**config.mk**
```make
export PLATFORM = sky130hd
export DESIGN_NAME = ppa_line_buf
export DESIGN_NICKNAME = d
export VERILOG_FILES = /design/src/rtl/predator_prey_automaton_step_assert.svh /design/src/rtl/ppa_line_buf.sv
export SDC_FILE = /design/constraint.sdc
export NUM_CORES = 1
export LEC_CHECK = 0
export BUFFER_PORTS_ARGS = -buffer_cell sky130_fd_sc_hd__buf_2
export CORE_MARGIN = 4
export CORE_UTILIZATION = 25
export DETAILED_ROUTE_END_ITERATION = 7
export PLACE_DENSITY = 0.47
export SKIP_LAST_GASP = 1
export SYNTH_ARGS = -nofsm -noshare
export SYNTH_HDL_FRONTEND = slang
export SYNTH_SLANG_ARGS = --single-unit
```
**constraint.sdc**
```tcl
create_clock -name clock -period 4.11 [get_ports clock]
set_input_delay 0.2055 -clock clock [delete_from_list [all_inputs] [get_ports clock]]
set_output_delay 0.2055 -clock clock [all_outputs]
set_load 0.01 [all_outputs]
```
**src/rtl/predator_prey_automaton_step_assert.svh**
```systemverilog
// Assertion macros for the predator-prey generation block.
// Expect signals named clock and reset in the including module.
`ifndef PREDATOR_PREY_AUTOMATON_STEP_ASSERT_SVH
`define PREDATOR_PREY_AUTOMATON_STEP_ASSERT_SVH

// Check a condition in the same cycle as its trigger.
`define PPA_ASSERT_NOW(lbl, ante, cons, msg) \
   lbl: assert property (@(posedge clock) disable iff (reset) (ante) |-> (cons)) \
      else $error(msg);

// Check a condition in the cycle after its trigger.
`define PPA_ASSERT_NEXT(lbl, ante, cons, msg) \
   lbl: assert property (@(posedge clock) disable iff (reset) (ante) |=> (cons)) \
      else $error(msg);

`endif

```
**src/rtl/ppa_line_buf.sv**
```systemverilog
// Line buffer memory: one write and one registered read per cycle.
// A read of the address written in the same cycle returns the new data.
`default_nettype none

module ppa_line_buf #(
   parameter int DW = 4,
   parameter int DEPTH = 64,
   localparam int AW = $clog2(DEPTH)
) (
   input  wire logic          clock,
   input  wire logic          rd_en,
   input  wire logic [AW-1:0] rd_addr,
   input  wire logic          wr_en,
   input  wire logic [AW-1:0] wr_addr,
   input  wire logic [DW-1:0] wr_data,
   output logic      [DW-1:0] rd_data
);

   logic [DW-1:0] mem [DEPTH];
   logic [DW-1:0] rd_data_ff;

   always_ff @(posedge clock) begin
      if (wr_en) begin
         mem[wr_addr] <= wr_data;
      end
   end

   always_ff @(posedge clock) begin
      if (rd_en) begin
         if (wr_en && (wr_addr == rd_addr)) begin
            rd_data_ff <= wr_data;
         end else begin
            rd_data_ff <= mem[rd_addr];
         end
      end
   end

   assign rd_data = rd_data_ff;

endmodule

`default_nettype wire

```
==> results of run 1 <==
## power groups by stage
stage / sequential [mW] / combinational [mW] / clock (mW)
after floorplan: 3.00 / 0.181 / 0
after global placement: 3.01 / 0.312 / 0
after detailed placement: 3.01 / 0.311 / 0
after CTS: 2.95 / 0.313 / 2.62
after global routing: 2.95 / 0.331 / 2.74
final: 2.95 / 0.307 / 2.57
## through the flow
step,instances,hold WS (ps),area (um2)
after CTS,1163,229,12200
after floorplan,581,304,10500
final,1164,244,12200
after global placement,1113,535,11200
after detailed placement,1113,532,11200
after global routing,1164,278,12200
## layout make-up
type	count	area, um2
clock buffers	34	744
diodes	1	2.50
multi-input cells	287	2550
repair buffers	34	205
inverters	1	3.75
well taps	532	666
clock inverters	15	198
fillers	4075	29100
flip-flops and latches	260	7810
## flip-flops by register name, indices dropped and copies added (netlist names)
register and count:
mem 256, rd_data 4
## per-layer routing
layer	GRT usage (%)	wire, um
met1	15.8	11600
met2	18.3	12200
met3	1.64	1350
met4	3.62	655
met5	0	0
## synthesized netlist by cell type (2+ instances only)
master	instances
mux4_2	36
xor2_1	3
nor2b_1	6
edfxtp_1	260
nand2_1	16
xnor2_1	3
o22ai_1	2
a22oi_1	26
nand3_1	12
buf_2	14
mux2i_1	65
or3_1	2
clkbuf_1	12
nor2_1	70
nand4_1	3
a21oi_1	9
mux4_1	5
buf_4	5
nor3_1	5
nand2b_1	5
o21ai_0	4
nand3b_1	2
## final timing paths
kind                        startpoint              endpoint  slack, ps
hold reg to reg   mem[53][1]$_DFFE_PP_  rd_data[1]$_DFFE_PP_        980
setup / recovery            rd_addr[4]  rd_data[3]$_DFFE_PP_       1780
setup reg to reg  mem[29][2]$_DFFE_PP_  rd_data[2]$_DFFE_PP_       1890
hold / removal              wr_addr[0]  mem[51][3]$_DFFE_PP_        240
## logic make-up after synthesis
kind of cell | after synthesis | share of synthesized area, %
DFF | 260 | 74.0
buffers and inverters | 34 | 1.78
and+or+nand+nor | 127 | 5.48
xor gates and xnor gates | 6 | 0.498
AOI/OAI and AO/OA | 48 | 3.12
muxes | 106 | 15.1
## critical path, cell delays in order
cell and delay (ps):
buf_2 570, and2_0 920, a22oi_1 290, a21oi_1 250, nor4_1 100, a22oi_1 160, nand2_1 70
==> results.toml, run 1 <==
[power]
total_power_mw = 5.82
clkPwrFrac_pct = 44.1
pwr-share-seq_pct = 50.7
powerDensity_nw_per_um2 = 478
power_frac_comb_pct = 5.3
p_sw_share_pct = 20.3
p_int_mw = 4.64
leakagePower_nw = 3.88
p_sw_mw = 1.18
peakVddDrop_uv = 325

[cts]
cts.clk_slew.worst_paths_ps = 60
clock_path_buffers = 3
numCtsBuffers = 28
cts_max_level = 1
cts_setup_buffers = 0
post_cts_resized = 0
cts_tree = "built"
clk_latency_ps = 540
cts_sinks = 260
cts_root_buf = "clkbuf_16"
ctsHoldBuffers = 1

[layout]
drive_gt1_share_pct = 18.1
areaGrowthSynthToFinish_pct = 15.5
postLayoutCoreUtil_pct = 29.5
layout_common_cells = "260 x edfxtp_1, 70 x nor2_1, 65 x mux2i_1"
mostFrequentLayoutCell = "edfxtp_1"
finalNetCount = 631

[die]
core_um2 = 41300
ios = 23
fp.dieH_um = 213
rows = 74
die_area_um2 = 45500
initial_core_util_pct = 25.5
die-width_um = 213

[setup_path]
cp_max_fo = 24
arrival_ps = 2600
endpoint_kind = "flop"
r2r.worst_path.cells = 6
worstPathRequired_ps = 4380
crit_type = "input pin to flop"
cp-start-kind = "input pin"

[drt]
via_count = 5402
ant_nets = 0
dr.pass1.iters = 5
post_drt_wl_per_cell_um = 22.1
wl_mm = 25.8
routed_via_density = 4.64
drc = 0
first_iter_violations = 477

[yosys]
synthTopCellsByArea = "edfxtp_1 74%, mux4_2 7.7%, mux2i_1 6.2%"
syn_avg_cell_area_um2 = 18.2
synth_nets = 600
postSynthCellCount = 581
ys_seq_area_share_pct = 74.0
synth_top_cell_by_area = "edfxtp_1"
synth_cell_types = 38
ys_seq_elements = 260
synth_edf_count = 260
synth_warnings = 0
ys.flop_type = "edfxtp_1"
synthArstFlopShare_pct = 0
netlist_area_um2 = 10500
synth_top_area_share_pct = 74.0

[grt]
grt_pass1_wl_mm = 38.3
grt_pass1_vias = 5652
global_route.usage.total_pct = 11.3
antenna_found_initial = 1
grt_max_degree = 66
gr-total-overflow = 0

[timing]
layout_setup_ws_ps = 1780
period_share_pct = 56.6
rsz0062_at_grt = "no"
slew_violations = 0
maxSlewHeadroom_pct = 28.8
worst_pin_slew_ps = 1070
finalCriticalPeriod_ps = 2330
fin_worst_skew_ps = 12.6
finalHoldViolCount = 0
fin_tns_setup_ps = 0
setup_viol = 0
max_freq_mhz = 430

[min_path]
hold_depth = 3
hold_path.class = "input pin to flop"

[run_status]
status = "completed"

[placed_design]
dp_hpwl_mm = 16.9
io_buffers = 22
dp_slack_ps = 1170
gp_congestion = 0.782

[flow_run]
drv_cap = 0
No activity file was read; power rests on OpenSTA's default activity.
==> run 2, diff against run 1 <==
--- a/config.mk
+++ b/config.mk
@@ -9,7 +9,7 @@
 export CORE_MARGIN = 4
 export CORE_UTILIZATION = 25
 export DETAILED_ROUTE_END_ITERATION = 7
-export PLACE_DENSITY = 0.47
+export PLACE_DENSITY = 0.48
 export SKIP_LAST_GASP = 1
 export SYNTH_ARGS = -nofsm -noshare
 export SYNTH_HDL_FRONTEND = slang
==> constraint.sdc (replaced) <==
create_clock -name clock -period 1.97 [get_ports clock]
set_input_delay 0.0985 -clock clock [delete_from_list [all_inputs] [get_ports clock]]
set_output_delay 0.0985 -clock clock [all_outputs]
set_load 0.01 [all_outputs]
==> run 2 against run 1 <==
The flow now finishes with violations (setup timing). Design area rose by 5.3%. Highest routed layer unchanged. Clock power rose by 94%. First-iteration DRC count fell by 7.8%. Largest power group unchanged. Worst hold slack got worse by 190 ps. Final cell count rose by 7.3%. Critical path type is now flop to flop. Critical path depth fell by 2. Routed wire length rose by 2.6%. Sequential share of layout area fell by 3.2 points. Global-route usage rose by 0.28 points. Power rose by 100%. Via count rose by 3.4%.
==> results.toml, run 2 (synthesized netlist as in run 1, its figures left out) <==
[grt]
antenna_found_initial = 1
grt_pass1_vias = 5909
grt_pass1_wl_mm = 39.5
grt_max_degree = 39
gr-total-overflow = 0
global_route.usage.total_pct = 11.6

[drt]
routed_via_density = 4.47
wl_mm = 26.4
ant_nets = 0
dr.pass1.iters = 5
drc = 0
post_drt_wl_per_cell_um = 21.2
first_iter_violations = 440
via_count = 5586

[cts]
clk_latency_ps = 530
cts.clk_slew.worst_paths_ps = 60
numCtsBuffers = 27
clock_path_buffers = 3
cts_root_buf = "clkbuf_16"
cts_max_level = 1
cts_sinks = 260
cts_tree = "built"

[layout]
layout_common_cells = "260 x edfxtp_1, 92 x buf_4, 70 x nor2_1"
areaGrowthSynthToFinish_pct = 21.7
mostFrequentLayoutCell = "edfxtp_1"
finalNonFillerCells = 1249
regMostFlops = "mem"
finalNetCount = 717
nFillCells = 4062
largest_reg_flops = 256
diodes = 0
drive_gt1_share_pct = 28.2

[timing]
rsz0062_at_grt = "yes"
finalCriticalPeriod_ps = 2030
worst_pin_slew_ps = 641
setup_viol = 2
maxSlewHeadroom_pct = 57.3
layout_setup_ws_ps = -61.0
slew_violations = 0
fin_worst_skew_ps = 9.91
max_freq_mhz = 492
period_share_pct = 103
finalHoldViolCount = 0

[die]
rows = 74
core_um2 = 41300
ios = 23
die_area_um2 = 45500
die-width_um = 213
initial_core_util_pct = 25.5
fp.dieH_um = 213

[setup_path]
worstPathRequired_ps = 2260
endpoint_kind = "flop"
cp_max_fo = 1
arrival_ps = 2320
crit_type = "flop to flop"
cp-start-kind = "flop"

[placed_design]
io_buffers = 22
dp_hpwl_mm = 18.6
dp_slack_ps = -167
dpl.cell_count = 1200
gp_congestion = 0.762

[min_path]
hold_path.class = "input pin to flop"

[flow_run]
drv_cap = 0

[power]
leakagePower_nw = 4.31
total_power_mw = 11.9
powerDensity_nw_per_um2 = 924
peakVddDrop_uv = 456

[run_status]
violations = "setup timing"
status = "finished, violations left"
[run 2: report_power, final]
part / internal, mW / switching [mW] / total [mW]
logic: 0.297 / 0.427 / 0.724
registers: 6.13 / 0.0172 / 6.15
clock network: 2.89 / 2.09 / 4.98
[run 2: worst max-delay path, cell delays in order, from the launching register on]
cell and delay (ps):
edfxtp_1 400, mux4_2 490, mux4_2 480, mux2i_2 200
nand2_1 80, and3_1 140
[run 2: routing by layer]
metal  up-vias  global-route usage, %  part of all wire, %
li1       2555                      -                    -
met1      2906                   17.0                   48
met2       100                   18.8                   48
met3        25                   1.17                  3.2
met4         0                   2.54                  1.6
met5         -                      0                    0
[run 2: cell type report]
type,instances,area [um2],share of cell area [%]
Sequential cell,260,7810,60.8
Multi-Input combinational cell,287,2550,19.9
Timing Repair Buffer,121,946,7.37
Clock buffer,30,687,5.35
Tap cell,532,666,5.19
Clock inverter,18,170,1.33
Inverter,1,3.75,0.0293
[run 2: worst paths after layout]
kind | startpoint | end | slack [ps] | cells past startpoint
worst min register to register | mem[53][1]$_DFFE_PP_ | rd_data[1]$_DFFE_PP_ | 900 | 5
worst max register to register | mem[58][1]$_DFFE_PP_ | rd_data[1]$_DFFE_PP_ | -60 | 5
worst min-delay path | wr_data[0] | mem[54][0]$_DFFE_PP_ | 50 | 1
worst max-delay path | mem[58][1]$_DFFE_PP_ | rd_data[1]$_DFFE_PP_ | -60 | 5
[run 2: through the flow]
step	hold slack, ps	TNS, ps	instance area (um2)	util (%)
6_report	49.4	-82.8	12800	31.1
5_1_grt	69.6	-265	12800	31.1
4_1_cts	48.3	-120	12800	31.1
3_5_place_dp	396	-583	12000	29.0
3_3_place_gp	392	-573	12000	29.0
2_1_floorplan	197	0	10500	-
[run 2: repair_timing]
| item | in CTS | in global routing |
|---|---|---|
| buffers inserted | 0 | 0 |
| setup endpoints to repair | 2 | 2 |
| hold endpoints to repair | 4 | 0 |
| gates resized for setup | 2 | 0 |
| pin swaps | 1 | 0 |
| hold buffers | 1 | 0 |
