### src/rtl/predator_prey_automaton_step_assert.svh
// Assertion macros for the predator-prey generation block.
// Expect signals named clock and reset in the including module.
`ifndef PREDATOR_PREY_AUTOMATON_STEP_ASSERT_SVH
`define PREDATOR_PREY_AUTOMATON_STEP_ASSERT_SVH

// Check a condition in the same cycle as its trigger.
`define PPA_ASSERT_NOW(lbl, ante, cons, msg) \
   lbl: assert property (@(posedge clock) disable iff (reset) (ante) |-> (cons)) \
      else $error(msg);

// Check a condition in the cycle after its trigger.
`define PPA_ASSERT_NEXT(lbl, ante, cons, msg) \
   lbl: assert property (@(posedge clock) disable iff (reset) (ante) |=> (cons)) \
      else $error(msg);

`endif

### src/rtl/ppa_pkg.sv
// Shared types and constants of the predator-prey generation block.
// No dependencies; imported by every module of the block but the line buffer.
`default_nettype none

package ppa_pkg;

   localparam logic [1:0] CELL_EMPTY = 2'd0;
   localparam logic [1:0] CELL_PREY  = 2'd1;
   localparam logic [1:0] CELL_PRED  = 2'd2;
   localparam logic [1:0] CELL_BAD   = 2'd3;

   localparam logic [1:0] CSR_GRID_WIDTH  = 2'd0;
   localparam logic [1:0] CSR_GRID_HEIGHT = 2'd1;
   localparam logic [1:0] CSR_PREY_THR    = 2'd2;
   localparam logic [1:0] CSR_PRED_THR    = 2'd3;

   localparam logic [6:0] GRID_WIDTH_RESET  = 7'd64;
   localparam logic [6:0] GRID_HEIGHT_RESET = 7'd64;
   // 0.85 of 256, rounded to nearest
   localparam logic [8:0] THR_RESET         = 9'd218;

   // window row and column of each neighbor direction
   localparam logic [1:0] DIR_ROW [8] = '{2'd0, 2'd1, 2'd2, 2'd0, 2'd2, 2'd0, 2'd1, 2'd2};
   localparam logic [1:0] DIR_COL [8] = '{2'd0, 2'd0, 2'd0, 2'd1, 2'd1, 2'd2, 2'd2, 2'd2};

   typedef struct packed {
      logic        mode;
      logic [1:0]  old_cell;
      logic [63:0] prey_random;
      logic [63:0] predator_random;
   } ppa_req_type;

   typedef struct packed {
      logic [1:0] new_cell;
      logic       frame_end;
   } ppa_rsp_type;

   // which neighbors of a window center lie inside the grid
   typedef struct packed {
      logic up;
      logic down;
      logic left;
      logic right;
   } ppa_edge_type;

   typedef struct packed {
      ppa_edge_type n_edge;
      logic         emit;
      logic         last;
   } ppa_tag_type;

   typedef struct packed {
      logic [1:0]  cell_a;
      logic [1:0]  cell_b;
      logic [63:0] prey_random;
      logic [63:0] predator_random;
   } ppa_old_line_type;

   typedef struct packed {
      logic [1:0] cell_a;
      logic [1:0] cell_b;
   } ppa_mid_line_type;

endpackage

`default_nettype wire

### src/rtl/ppa_old_win.sv
// 3x3 window over the old grid and the spawn rules that give the middle cell.
// Depends on ppa_pkg.
`default_nettype none

module ppa_old_win
   import ppa_pkg::*;
(
   input  wire logic             clock,
   input  wire logic             shift,
   input  wire logic [1:0]       new_cell,
   input  ppa_old_line_type      line,
   input  ppa_edge_type          edge_mask,
   input  wire logic [8:0]       prey_thr,
   input  wire logic [8:0]       pred_thr,
   output logic      [1:0]       mid_cell
);

   logic [1:0]  win_ff [3][3];
   logic [1:0]  win_in [3][3];
   logic [63:0] prey_r_ff, prey_c_ff, pred_r_ff, pred_c_ff;
   logic [63:0] prey_r_in, prey_c_in, pred_r_in, pred_c_in;

   always_comb begin
      win_in    = win_ff;
      prey_r_in = prey_r_ff;
      prey_c_in = prey_c_ff;
      pred_r_in = pred_r_ff;
      pred_c_in = pred_c_ff;
      if (shift) begin
         for (int r = 0; r < 3; r++) begin
            win_in[r][0] = win_ff[r][1];
            win_in[r][1] = win_ff[r][2];
         end
         win_in[0][2] = line.cell_b;
         win_in[1][2] = line.cell_a;
         win_in[2][2] = new_cell;
         prey_c_in    = prey_r_ff;
         prey_r_in    = line.prey_random;
         pred_c_in    = pred_r_ff;
         pred_r_in    = line.predator_random;
      end
   end

   always_ff @(posedge clock) begin
      win_ff    <= win_in;
      prey_r_ff <= prey_r_in;
      prey_c_ff <= prey_c_in;
      pred_r_ff <= pred_r_in;
      pred_c_ff <= pred_c_in;
   end

   always_comb begin
      logic [1:0] nb;
      logic       in_grid;
      logic       prey_hit;
      logic       pred_hit;
      prey_hit = 1'b0;
      pred_hit = 1'b0;
      for (int k = 0; k < 8; k++) begin
         nb      = win_ff[DIR_ROW[k]][DIR_COL[k]];
         in_grid = (DIR_COL[k] != 2'd0 || edge_mask.left)
                && (DIR_COL[k] != 2'd2 || edge_mask.right)
                && (DIR_ROW[k] != 2'd0 || edge_mask.up)
                && (DIR_ROW[k] != 2'd2 || edge_mask.down);
         if (in_grid && nb == CELL_PREY && {1'b0, prey_c_ff[k*8 +: 8]} < prey_thr) begin
            prey_hit = 1'b1;
         end
         if (in_grid && nb == CELL_PRED && {1'b0, pred_c_ff[k*8 +: 8]} < pred_thr) begin
            pred_hit = 1'b1;
         end
      end
      mid_cell = win_ff[1][1];
      if (win_ff[1][1] == CELL_EMPTY && prey_hit) begin
         mid_cell = CELL_PREY;
      end else if (win_ff[1][1] == CELL_PREY && pred_hit) begin
         mid_cell = CELL_PRED;
      end
   end

endmodule

`default_nettype wire

### config.mk
export PLATFORM = sky130hd
export DESIGN_NAME = ppa_old_win
export DESIGN_NICKNAME = d
export VERILOG_FILES = /design/src/rtl/predator_prey_automaton_step_assert.svh /design/src/rtl/ppa_pkg.sv /design/src/rtl/ppa_old_win.sv
export SDC_FILE = /design/constraint.sdc
export NUM_CORES = 1
export LEC_CHECK = 0
export ABC_AREA = 0
export BUFFER_PORTS_ARGS = -buffer_cell sky130_fd_sc_hd__buf_2
export CORE_ASPECT_RATIO = 1.5
export CORE_UTILIZATION = 45
export CTS_BUF_LIST = sky130_fd_sc_hd__clkbuf_8 sky130_fd_sc_hd__clkbuf_16
export CTS_CLUSTER_SIZE = 28
export DETAILED_ROUTE_END_ITERATION = 8
export GPL_ROUTABILITY_DRIVEN = 0
export PLACE_DENSITY = 0.7
export SYNTH_ARGS = -nofsm -noshare
export SYNTH_HDL_FRONTEND = slang
export SYNTH_SLANG_ARGS = --single-unit
export TNS_END_PERCENT = 100
### constraint.sdc
create_clock -name clock -period 4.4 [get_ports clock]
set_clock_uncertainty 0.15 [all_clocks]
set_input_delay 1.1 -clock clock [delete_from_list [all_inputs] [get_ports clock]]
set_output_delay 1.1 -clock clock [all_outputs]
set_load 0.1 [all_outputs]
==> impl_metrics.py <==
metrics = {
    "run_status": {
        "status": "complete, but fails checks",
        "violations": "setup timing",
    },
    "yosys": {
        "async_flop_share": 0,
        "synth-seq-cells": 274,
        "synth_area_sq_um": 11000,
        "synthesis.nets": 875,
        "ys.flop_type": "edfxtp_1",
        "synth.most_common_cell": "edfxtp_1",
        "synth_area_leaders": "edfxtp_1 (75%), ha_1 (13%), a21oi_1 (1.1%), o21ai_0 (0.91%), a211oi_1 (0.68%)",
        "synth.distinct_cells": 48,
        "synth_edf_count": 274,
        "yosys_warnings": 0,
        "synth_top_area_share": 0.748,
        "synth_common_cells": "edfxtp_1 (274), ha_1 (112), a21oi_1 (24)",
        "syn-mean-instance-area_sq_um": 18.2,
        "synth_cells": 605,
        "ys_seq_area_frac": 0.748,
        "yosys.area.top_type": "edfxtp_1",
    },
    "place": {
        "io_buffer_count": 159,
        "post-place-ws_ps": -328,
        "dp_hpwl_microns": 15300,
        "place_inst": 1136,
    },
    "detailed_routing": {
        "detail_route.vias_per_cell": 5.05,
        "drt_iter0_drc": 303,
        "vias": 6028,
        "antenna_left": 0,
        "routedWlPerCell_microns": 17.9,
        "drt_wl_total_microns": 21400,
        "drc": 0,
        "dr.pass1.iters": 4,
    },
    "final_layout": {
        "utilization": 0.583,
        "nets": 1123,
        "fin_cells": 1194,
        "drive_gt1_frac": 0.341,
        "synthToLayoutAreaGrowth_pct": 26.4,
        "fillers": 1859,
    },
    "clock_tree": {
        "cts.htree.levels": 1,
        "ctsRootBufferMaster": "clkbuf_16",
        "clock_latency_ps": 520,
        "clk_pin_slew_worst_paths_ps": 60,
        "clock_sinks": 274,
        "cts_buffers": 26,
        "holdBufCountCts": 0,
        "cts_buffer_depth": 3,
        "cts_tree": "yes",
    },
    "timing": {
        "worstMarginPinSlew_ps": 760,
        "fin_crit_sh": 1.02,
        "setup-tns-final_ps": -197,
        "min_period_ps": 4500,
        "holdWs_ps": 263,
        "drv_slew": 0,
        "rsz0062_at_grt": "true",
        "hold_viol_final": 0,
        "setup_violations": 2,
        "fmax_mhz": 222,
        "worst_slack_ps": -102,
        "max_slew_margin": 0.494,
    },
    "power_and_ir_drop": {
        "power_leakage_nw": 5.50,
        "p_sw_frac": 0.216,
        "intPower_mw": 4.63,
        "ir_worst_vdd_uv": 374,
        "pwr-share-seq": 0.535,
        "power.switching_mw": 1.28,
        "p_clk_frac": 0.376,
        "powerDensity_nw_per_um2": 425,
        "p_comb_frac": 0.089,
    },
    "floorplanning": {
        "ioPinCount": 160,
        "die-width_microns": 130,
        "core_sq_um": 23800,
        "fp.dieH_microns": 193,
        "start_util": 0.462,
        "num_rows": 69,
        "fp.dieArea_sq_um": 25100,
    },
    "critical_path": {
        "timing.rr.start": "win_ff[8]$_DFFE_PP_",
        "start_kind": "input port",
        "crit_start": "pred_thr[7]",
        "required_ps": 3150,
        "worstSetupPathType": "in2out",
        "arrival_ps": 3250,
        "critPathMaxFanout": 7,
        "regToRegSetupSlack_ps": 3430,
        "worst_setup_path_end_kind": "output pin",
    },
    "flow_run": {
        "cap_violations": 0,
    },
    "global_routing": {
        "antenna_found_initial": 3,
        "grt_max_degree": 101,
        "grt_use_total": 0.174,
        "grt_pass1_wl_microns": 32500,
        "grt_pass1_vias": 6217,
        "grt-ovfl-total": 0,
    },
    "hold_path": {
        "hold_start": "prey_r_ff[37]$_DFFE_PP_",
        "hold_class": "reg2reg",
    },
}
## final timing paths
kind / end / cells past startpoint
min: prey_c_ff[37]$_DFFE_PP_ / 0
min reg2reg: prey_c_ff[37]$_DFFE_PP_ / 0
max reg2reg: win_ff[10]$_DFFE_PP_ / 0
max: mid_cell[1] / 13
## final cells by class
cell class	instances	area [sq um]	area share
Antenna cell	3	7.51	0.000540
Clock buffer	27	676	0.0486
Clock inverter	20	183	0.0131
Inverter	18	82.6	0.00594
Multi-Input combinational cell	312	2930	0.211
Sequential cell	274	8230	0.592
Tap cell	319	399	0.0287
Timing Repair Buffer	221	1390	0.100
## what timing repair did
item                       4_1_cts  5_1_grt
resized for setup               36       15
buffers inserted                 7        2
setup endpoints to repair        2        2
pin swaps                       12        6
## registers in the layout, summed over array words and instances, names as in the netlist
name       cells
pred_c_ff     64
pred_r_ff     64
prey_c_ff     64
prey_r_ff     64
win_ff        18
## cells in the final DEF, fill, tap and decap left out, types with 5 or more instances in the layout
| cell type | Yosys | routed |
|---|---|---|
| clkbuf_16 | 0 | 27 |
| a211oi_1 | 10 | 8 |
| a21oi_1 | 24 | 23 |
| buf_4 | 0 | 53 |
| nand4_1 | 7 | 7 |
| buf_6 | 1 | 7 |
| nand3_1 | 5 | 5 |
| nand2_1 | 12 | 12 |
| o21ai_0 | 20 | 18 |
| clkinv_1 | 0 | 6 |
| a21o_1 | 10 | 10 |
| nor3_1 | 8 | 7 |
| clkinvlp_4 | 0 | 8 |
| ha_4 | 0 | 9 |
| edfxtp_1 | 274 | 274 |
| inv_1 | 17 | 13 |
| buf_2 | 0 | 153 |
| buf_12 | 0 | 6 |
| o21a_1 | 5 | 5 |
| ha_1 | 112 | 103 |
| nor2b_1 | 7 | 6 |
| nand2b_1 | 12 | 12 |
| nor2_1 | 10 | 10 |
## layer usage
| layer | wire, microns | vias up | global-route usage | part of all wire |
|---|---|---|---|---|
| met5 | 23 | - | 0 | 0.0011 |
| met4 | 699 | 4 | 0.0633 | 0.033 |
| met3 | 1110 | 45 | 0.0326 | 0.052 |
| met2 | 11200 | 178 | 0.314 | 0.52 |
| met1 | 8340 | 2831 | 0.201 | 0.39 |
| li1 | - | 2970 | - | - |
## power groups by stage
stage / registers, mW / logic, mW / clock network [mW]
after floorplan: 3.19 / 0.211 / 0
after global placement: 3.21 / 0.472 / 0
after detailed placement: 3.22 / 0.480 / 0
after CTS: 3.16 / 0.517 / 2.29
after global routing: 3.18 / 0.586 / 2.38
final: 3.16 / 0.525 / 2.22
## critical path: stages
cell	delay, ps
buf_8	70
clkinvlp_4	90
buf_12	160
ha_4	250
and4b_2	250
o211ai_1	110
o22ai_1	190
a211oi_2	70
nor4_4	270
nand4_1	130
buf_6	160
a21o_1	200
buf_12	170
## cells by family after synthesis
kind of cell,share of synthesized area
DFF,0.748
adders and majority gates,0.127
AOI/OAI and AO/OA,0.0667
and+or+nand+nor,0.0507
buffers and inverters,0.00717
## metrics by stage
stage / cell area [sq um] / power [mW]
6_report: 13900 / 5.91
4_1_cts: 13800 / 5.97
3_3_place_gp: 12700 / 3.68
2_1_floorplan: 11000 / 3.40
3_5_place_dp: 12700 / 3.70
5_1_grt: 13900 / 6.15
No activity file was read; power rests on OpenSTA's default activity.
