==> src/rtl/predator_prey_automaton_step_assert.svh <==
// Assertion macros for the predator-prey generation block.
// Expect signals named clock and reset in the including module.
`ifndef PREDATOR_PREY_AUTOMATON_STEP_ASSERT_SVH
`define PREDATOR_PREY_AUTOMATON_STEP_ASSERT_SVH

// Check a condition in the same cycle as its trigger.
`define PPA_ASSERT_NOW(lbl, ante, cons, msg) \
   lbl: assert property (@(posedge clock) disable iff (reset) (ante) |-> (cons)) \
      else $error(msg);

// Check a condition in the cycle after its trigger.
`define PPA_ASSERT_NEXT(lbl, ante, cons, msg) \
   lbl: assert property (@(posedge clock) disable iff (reset) (ante) |=> (cons)) \
      else $error(msg);

`endif

==> src/rtl/ppa_pkg.sv <==
// Shared types and constants of the predator-prey generation block.
// No dependencies; imported by every module of the block but the line buffer.
`default_nettype none

package ppa_pkg;

   localparam logic [1:0] CELL_EMPTY = 2'd0;
   localparam logic [1:0] CELL_PREY  = 2'd1;
   localparam logic [1:0] CELL_PRED  = 2'd2;
   localparam logic [1:0] CELL_BAD   = 2'd3;

   localparam logic [1:0] CSR_GRID_WIDTH  = 2'd0;
   localparam logic [1:0] CSR_GRID_HEIGHT = 2'd1;
   localparam logic [1:0] CSR_PREY_THR    = 2'd2;
   localparam logic [1:0] CSR_PRED_THR    = 2'd3;

   localparam logic [6:0] GRID_WIDTH_RESET  = 7'd64;
   localparam logic [6:0] GRID_HEIGHT_RESET = 7'd64;
   // 0.85 of 256, rounded to nearest
   localparam logic [8:0] THR_RESET         = 9'd218;

   // window row and column of each neighbor direction
   localparam logic [1:0] DIR_ROW [8] = '{2'd0, 2'd1, 2'd2, 2'd0, 2'd2, 2'd0, 2'd1, 2'd2};
   localparam logic [1:0] DIR_COL [8] = '{2'd0, 2'd0, 2'd0, 2'd1, 2'd1, 2'd2, 2'd2, 2'd2};

   typedef struct packed {
      logic        mode;
      logic [1:0]  old_cell;
      logic [63:0] prey_random;
      logic [63:0] predator_random;
   } ppa_req_type;

   typedef struct packed {
      logic [1:0] new_cell;
      logic       frame_end;
   } ppa_rsp_type;

   // which neighbors of a window center lie inside the grid
   typedef struct packed {
      logic up;
      logic down;
      logic left;
      logic right;
   } ppa_edge_type;

   typedef struct packed {
      ppa_edge_type n_edge;
      logic         emit;
      logic         last;
   } ppa_tag_type;

   typedef struct packed {
      logic [1:0]  cell_a;
      logic [1:0]  cell_b;
      logic [63:0] prey_random;
      logic [63:0] predator_random;
   } ppa_old_line_type;

   typedef struct packed {
      logic [1:0] cell_a;
      logic [1:0] cell_b;
   } ppa_mid_line_type;

endpackage

`default_nettype wire

==> src/rtl/ppa_mid_win.sv <==
// 3x3 window over the middle grid and the starvation rule for predators.
// Depends on ppa_pkg.
`default_nettype none

module ppa_mid_win
   import ppa_pkg::*;
(
   input  wire logic         clock,
   input  wire logic         shift,
   input  wire logic [1:0]   new_cell,
   input  ppa_mid_line_type  line,
   input  ppa_edge_type      edge_mask,
   output logic      [1:0]   final_cell
);

   logic [1:0] win_ff [3][3];
   logic [1:0] win_in [3][3];

   always_comb begin
      win_in = win_ff;
      if (shift) begin
         for (int r = 0; r < 3; r++) begin
            win_in[r][0] = win_ff[r][1];
            win_in[r][1] = win_ff[r][2];
         end
         win_in[0][2] = line.cell_b;
         win_in[1][2] = line.cell_a;
         win_in[2][2] = new_cell;
      end
   end

   always_ff @(posedge clock) begin
      win_ff <= win_in;
   end

   always_comb begin
      logic in_grid;
      logic fed;
      fed = 1'b0;
      for (int k = 0; k < 8; k++) begin
         in_grid = (DIR_COL[k] != 2'd0 || edge_mask.left)
                && (DIR_COL[k] != 2'd2 || edge_mask.right)
                && (DIR_ROW[k] != 2'd0 || edge_mask.up)
                && (DIR_ROW[k] != 2'd2 || edge_mask.down);
         if (in_grid && win_ff[DIR_ROW[k]][DIR_COL[k]] == CELL_PREY) begin
            fed = 1'b1;
         end
      end
      final_cell = win_ff[1][1];
      if (win_ff[1][1] == CELL_PRED && !fed) begin
         final_cell = CELL_EMPTY;
      end
   end

endmodule

`default_nettype wire

==> config.mk <==
export PLATFORM = sky130hd
export DESIGN_NAME = ppa_mid_win
export DESIGN_NICKNAME = d
export VERILOG_FILES = /design/src/rtl/predator_prey_automaton_step_assert.svh /design/src/rtl/ppa_pkg.sv /design/src/rtl/ppa_mid_win.sv
export SDC_FILE = /design/constraint.sdc
export NUM_CORES = 1
export LEC_CHECK = 0
export BUFFER_PORTS_ARGS = -buffer_cell sky130_fd_sc_hd__buf_2
export CAP_MARGIN = 40
export CELL_PAD_IN_SITES_DETAIL_PLACEMENT = 1
export CELL_PAD_IN_SITES_GLOBAL_PLACEMENT = 2
export CORE_UTILIZATION = 30
export CTS_CLUSTER_SIZE = 16
export DETAILED_ROUTE_END_ITERATION = 10
export GPL_TIMING_DRIVEN = 0
export HOLD_SLACK_MARGIN = 0.02
export PLACE_DENSITY_LB_ADDON = 0.1
export SYNTH_ARGS = -nofsm -noshare
export SYNTH_HDL_FRONTEND = slang
export SYNTH_SLANG_ARGS = --single-unit
==> constraint.sdc <==
create_clock -name clock -period 2.6 [get_ports clock]
set_clock_uncertainty 0.1 [all_clocks]
set_input_delay 0.26 -clock clock [delete_from_list [all_inputs] [get_ports clock]]
set_output_delay 0.26 -clock clock [all_outputs]
set_load 0.01 [all_outputs]
==> key figures, run 1 <==
Global route
  – Grt ovf: 0
  – Total track usage: 8.301%
  – First-pass GRT wire length: 1.159 mm
  – Vias in the first global route: 274
  – Antenna violations before repair: 0
  – Largest net degree at the start of global routing: 19

Layout
  – Biggest register: win_ff
  – Antenna Cells: 0
  – Biggest regs: win_ff: 18 flops
  – Final Instance Count excl. Fillers: 80
  – Final nets: 66
  – Max reg flops: 18
  – Share of cells above drive strength 1: around 32%
  – Post-Layout Inst Area: 795.8 µm²
  – Area delta synth->final: 24.22%

Die
  – Chip height: 48.21 µm
  – Die ar.: 2324 µm²
  – Ports: 14
  – Core footprint: 1982 µm²
  – # rows: 16
  – Initial Util: 32.32%
  – Die width: 48.21 µm

Synth
  – Syn nets: 45
  – Distinct cell type count after synthesis: 10
  – Sequential share of the synthesized area: 84.38%
  – Mapped Area: ~640 µm²
  – Post-Synthesis Cells: 33
  – Synth Warn #: 0
  – Mean Syn Cell Area: 19.41 µm²
  – Yosys reg bits: 18

Timing
  – Period minus WS final: 1712 ps
  – RSZ-0062 raised after global routing: false
  – Fin. max-slew vios: 0
  – Final setup violation count: 0
  – Worst slew margin: approximately 74%
  – Tcrit/Tclk final: 65.83%
  – Hold Vio Cnt, Final: 0
  – Worst-margin pin slew: 391.4 ps
  – Achievable frequency: 0.5843 GHz
  – Final Worst Setup Slack: 888.5 ps
  – Setup_tns: 0 ps

Power
  – Power Density: 654.0 nW/µm²
  – Leak: between 0.3 and 0.4 nW
  – Total power: about 520 µW
  – Max VDD drop: 0.4077 mV

Setup path
  – R2R Path Start: win_ff[8]
  – CP startpoint: win_ff[13]
  – CP Max Fanout: 2
  – CP max stage cell: edfxtp_1
  – Critical Path Source Type: flop
  – RR Endpoint: win_ff[10]
  – WP data required: 2240 ps
  – Reg2Reg Depth: 0
  – Critical-path cell list: and3b_1, o21ai_0, a41oi_1, buf_2
  – R2R Setup Slk: between 1500 and 2000 ps
  – Crit-path max cell delay: 410 ps
  – Critical path arrival: 1350 ps
  – CP endpoint kind: primary output
  – Worst setup path category: reg -> out

Routing
  – Drc violations: 0
  – Drt first pass iters: 4
  – Routed Antenna Nets: 0
  – Final wirelength: 899 µm
  – Routed vias/inst: between 4 and 5
  – DRT iter0 DRCs: 3
  – Routed vias: 340
  – Avg WL per Cell: about 11 µm

Worst hold path
  – Hold wc startpoint: line[1]
  – Worst-case hold path end point: win_ff[13]
  – Worst hold-check path type: in -> reg
  – Hold path depth: 1

CTS
  – CTS Sinks: 18
  – Clock Tree Buf Depth: 2
  – CTS clock-pin slew for the worst setup and hold paths: 90 ps
  – H-tree depth: 1
  – CTS tree: yes
  – Clk_lat worst skew: 290 ps
  – # Post-CTS Setup Buffers: 0
  – Number of buffers created by CTS: 3
  – Clk Tree Root Cell: clkbuf_4

Run
  – Max-cap violations: 0

Place
  – GPL Wtd Cong: 0.6667
  – Setup WS pre-CTS: roughly 1100 ps
  – I/O Buffers: 13
  – Inst Count DP: 73
  – DP Area: approximately 740 µm²

Run status
  – Status: finished clean
[how the worst max path moves through the flow]
stage	end	slack [ps]
CTS	final_cell[1]	850
finish	final_cell[1]	890
global placement	final_cell[1]	1190
global route	final_cell[1]	740
detailed placement	final_cell[1]	1150
floorplan	final_cell[1]	1330
[cells in the final DEF, fill, tap and decap left out]
| cell | count |
|---|---|
| a41oi_1 | 1 |
| dlygate4sd3_1 | 3 |
| and3b_2 | 1 |
| edfxtp_1 | 18 |
| clkinv_1 | 1 |
| clkbuf_4 | 3 |
| clkbuf_1 | 1 |
| nor2b_1 | 3 |
| a311oi_1 | 1 |
| o21ai_0 | 3 |
| inv_1 | 2 |
| buf_2 | 13 |
| and4b_1 | 1 |
| and3b_1 | 2 |
[synth_stat cells, drive strengths merged]
master	count	area, µm²
o21ai	3	15.01
a311oi	1	8.760
and4b	1	10.01
a41oi	1	8.760
and3b	3	27.53
inv	2	7.510
nor2b	3	18.77
edfxtp	18	540.5
clkbuf	1	3.750
[report_power, final]
| group | switching (mW) | leakage, nW | internal, mW |
|---|---|---|---|
| combinational | 0.0141 | 0.113 | 0.0168 |
| sequential | 0.00740 | 0.176 | 0.343 |
| clock | 0.0835 | 0.0154 | 0.0558 |
[layout make-up]
class                   instances  area (µm²)
plain buffers                   1       3.754
well taps                      27       33.78
inverters                       2       7.507
flip-flops and latches         18       540.5
multi-input cells              12       88.84
clock inverters                 1       3.754
clock buffers                   3       22.52
repair buffers                 16       95.09
fillers                       205        1186
[metal layers]
layer,vias to the layer above,wire length [µm],global-route usage [%]
met1,158,390,8.962
met3,0,54,4.444
met2,13,454,12.00
met5,-,0,0
li1,169,-,-
met4,0,0,6.667
[stage by stage]
step,util (%),hold slack (ps)
finish,40.15,41.80
global route,40.15,25.13
CTS,38.64,23.30
detailed placement,37.31,326.8
global placement,37.31,322.3
floorplan,-,258.9
[cell families (layout without fill, tap and decap cells)]
| group | after synthesis | in the layout | share of synthesized area, % |
|---|---|---|---|
| DFF | 18 | 18 | 84.38 |
| AOI/OAI and AO/OA | 5 | 5 | 5.078 |
| buffers and inverters | 3 | 23 | 1.758 |
| and+or+nand+nor | 7 | 7 | 8.790 |
[critical path: cells and delay by family (launching register included)]
kind / cells / cell delay [ps]
buffers and inverters: 1 / 160
AOI/OAI and AO/OA: 2 / 270
and+or+nand+nor: 1 / 220
DFF: 1 / 410
[repair_timing]
| item | 4_1_cts | 5_1_grt |
|---|---|---|
| endpoints found under the hold margin | 0 | 3 |
| resized for setup | 0 | 0 |
| hold buffers | 0 | 3 |
Note: power is estimated with default switching activity, not from simulation.
==> run 2: changes to the inputs <==
==> constraint.sdc (replaced) <==
create_clock -name clock -period 1.48 [get_ports clock]
set_clock_uncertainty 0.1 [all_clocks]
set_input_delay 0.148 -clock clock [delete_from_list [all_inputs] [get_ports clock]]
set_output_delay 0.148 -clock clock [all_outputs]
set_load 0.01 [all_outputs]
==> key figures, run 2 (same netlist as run 1, synthesis figures left out) <==
Layout
  – Commonest non-fill, non-tap cell in the layout: edfxtp_1
  – Number of fillers in the final layout: 205 (unchanged)
  – Biggest register: win_ff
  – Max reg flops: 18 (unchanged)
  – Biggest regs: win_ff: 18 flops
  – Antenna Cells: 0 (unchanged)
  – Final nets: 70 (+6.1%)
  – Area delta synth->final: 31.05%
  – Share of cells above drive strength 1: 33.33% (+1.3 points)
  – Commonest cells after routing, fill and taps aside: 18 x edfxtp_1, 13 x buf_2, 6 x dlygate4sd3_1

Global route
  – Vias in the first global route: 336 (+23%)
  – Antenna violations before repair: 0 (unchanged)
  – Largest net degree at the start of global routing: 19 (unchanged)
  – First-pass GRT wire length: 1.359 mm (+17%)
  – Total track usage: 9.620% (+1.3 points)
  – Grt ovf: 0 (unchanged)

Routing
  – Final wirelength: 961 µm (+6.9%)
  – Avg WL per Cell: 11.44 µm (+1.8%)
  – Drt first pass iters: 3 (-1)
  – Routed vias/inst: 4.167 (-2.0%)
  – Routed Antenna Nets: 0 (unchanged)
  – Drc violations: 0 (unchanged)
  – DRT iter0 DRCs: 1 (-2)
  – Routed vias: 350 (+2.9%)

Power
  – Max VDD drop: 0.7160 mV (+76%)
  – Total power: 931.2 µW (+79%)
  – Leak: 0.3237 nW (+6.1%)
  – Power Density: 1109 nW/µm² (+70%)

Setup path
  – Critical path arrival: 1340 ps (about the same)
  – Critical Path Source Type: flop
  – Worst setup path category: reg -> out
  – R2R Setup Slk: 620 ps (-1190 ps)
  – CP Max Fanout: 1 (-1)
  – CP endpoint kind: primary output
  – WP data required: 1230 ps (-1010 ps)

Place
  – I/O Buffers: 13 (unchanged)
  – GPL Wtd Cong: 0.6667 (unchanged)

Timing
  – Fin. max-slew vios: 0 (unchanged)
  – Period minus WS final: 1590 ps
  – Tcrit/Tclk final: 107.4%
  – Hold Vio Cnt, Final: 0 (unchanged)
  – Final setup violation count: 1 (+1)
  – Achievable frequency: approximately 0.63 GHz
  – RSZ-0062 raised after global routing: true
  – Worst-margin pin slew: 398.6 ps (+7.202 ps)
  – Final Worst Setup Slack: -110.1 ps (-998.6 ps)
  – Setup_tns: -110.1 ps (-110.1 ps)
  – Worst slew margin: 73.43% (-0.48 points)

Die
  – Initial Util: 32.32% (unchanged)
  – Die ar.: 2324 µm² (unchanged)
  – # rows: 16 (unchanged)
  – Die width: 48.21 µm (unchanged)
  – Chip height: 48.21 µm (unchanged)
  – Ports: 14 (unchanged)
  – Core footprint: 1982 µm² (unchanged)

CTS
  – CTS tree: yes
  – CTS clock-pin slew for the worst setup and hold paths: 100 ps (about the same)
  – Clk_lat worst skew: 300 ps (about the same)
  – Clk Tree Root Cell: clkbuf_4
  – Number of buffers created by CTS: 3 (unchanged)
  – H-tree depth: 1 (unchanged)
  – CTS Sinks: 18 (unchanged)
  – Clock Tree Buf Depth: 2 (unchanged)

Run status
  – Status: finished with violations
  – Failing checks: setup timing

Run
  – Max-cap violations: 0 (unchanged)

Worst hold path
  – Worst hold-check path type: in -> reg
## run 2: critical path, cell delays in order (launching register included)
cell and delay, ps:
edfxtp_1 370, and4b_1 260, a311oi_2 50, a41oi_1 220, buf_2 160
## run 2: cell type report
cell class                 instances  area, µm²  share of cell area [%]
clock buffer                       3      22.52                   2.683
buffer                             1      3.754                  0.4471
timing repair buffer              20      132.6                   15.80
inverter                           2      7.507                  0.8942
clock inverter                     1      3.754                  0.4471
multi-input combinational         12      95.09                   11.33
tap                               27      33.78                   4.024
sequential                        18      540.5                   64.38
## run 2: worst paths after layout
path / start / depth (start not counted) / endpoint
max: win_ff[17] / 4 / final_cell[1]
min: shift / 1 / win_ff[7]
max reg2reg: win_ff[13] / 1 / win_ff[15]
min reg2reg: win_ff[6] / 0 / win_ff[8]
## run 2: through the flow
step	utilization [%]	instances	area [µm²]	setup WS, ps	hold WS [ps]
after floorplan	-	33	640.6	323.2	146.9
after global placement	37.31	73	739.5	209.0	224.8
after detailed placement	37.31	73	739.5	176.7	227.1
after CTS	42.36	84	839.6	-129.4	193.9
after global routing	42.36	84	839.6	-210.3	190.0
final	42.36	84	839.6	-110.1	195.6
## run 2: metal layers
layer,wire length (µm),up-vias,global-route usage (%)
li1,-,176,-
met5,0,-,0
met1,432,157,9.670
met3,58,2,3.333
met4,18,0,8.333
met2,452,15,15.73
## run 2: report_power, final
group          leakage, nW  switching (mW)  internal [mW]  total [mW]
logic                0.132          0.0277         0.0386      0.0663
registers            0.176          0.0133          0.602       0.616
clock network       0.0154           0.151         0.0983       0.249
total                0.324           0.192          0.739       0.931
## run 2: what timing repair did
item                                    CTS  global route
gates cloned                              0             0
buffers inserted                          1             0
pin swaps                                 1             1
resized for setup                         3             0
endpoints found under the setup margin    1             1
hold buffers                              6             0
hold endpoints to repair                  6             0
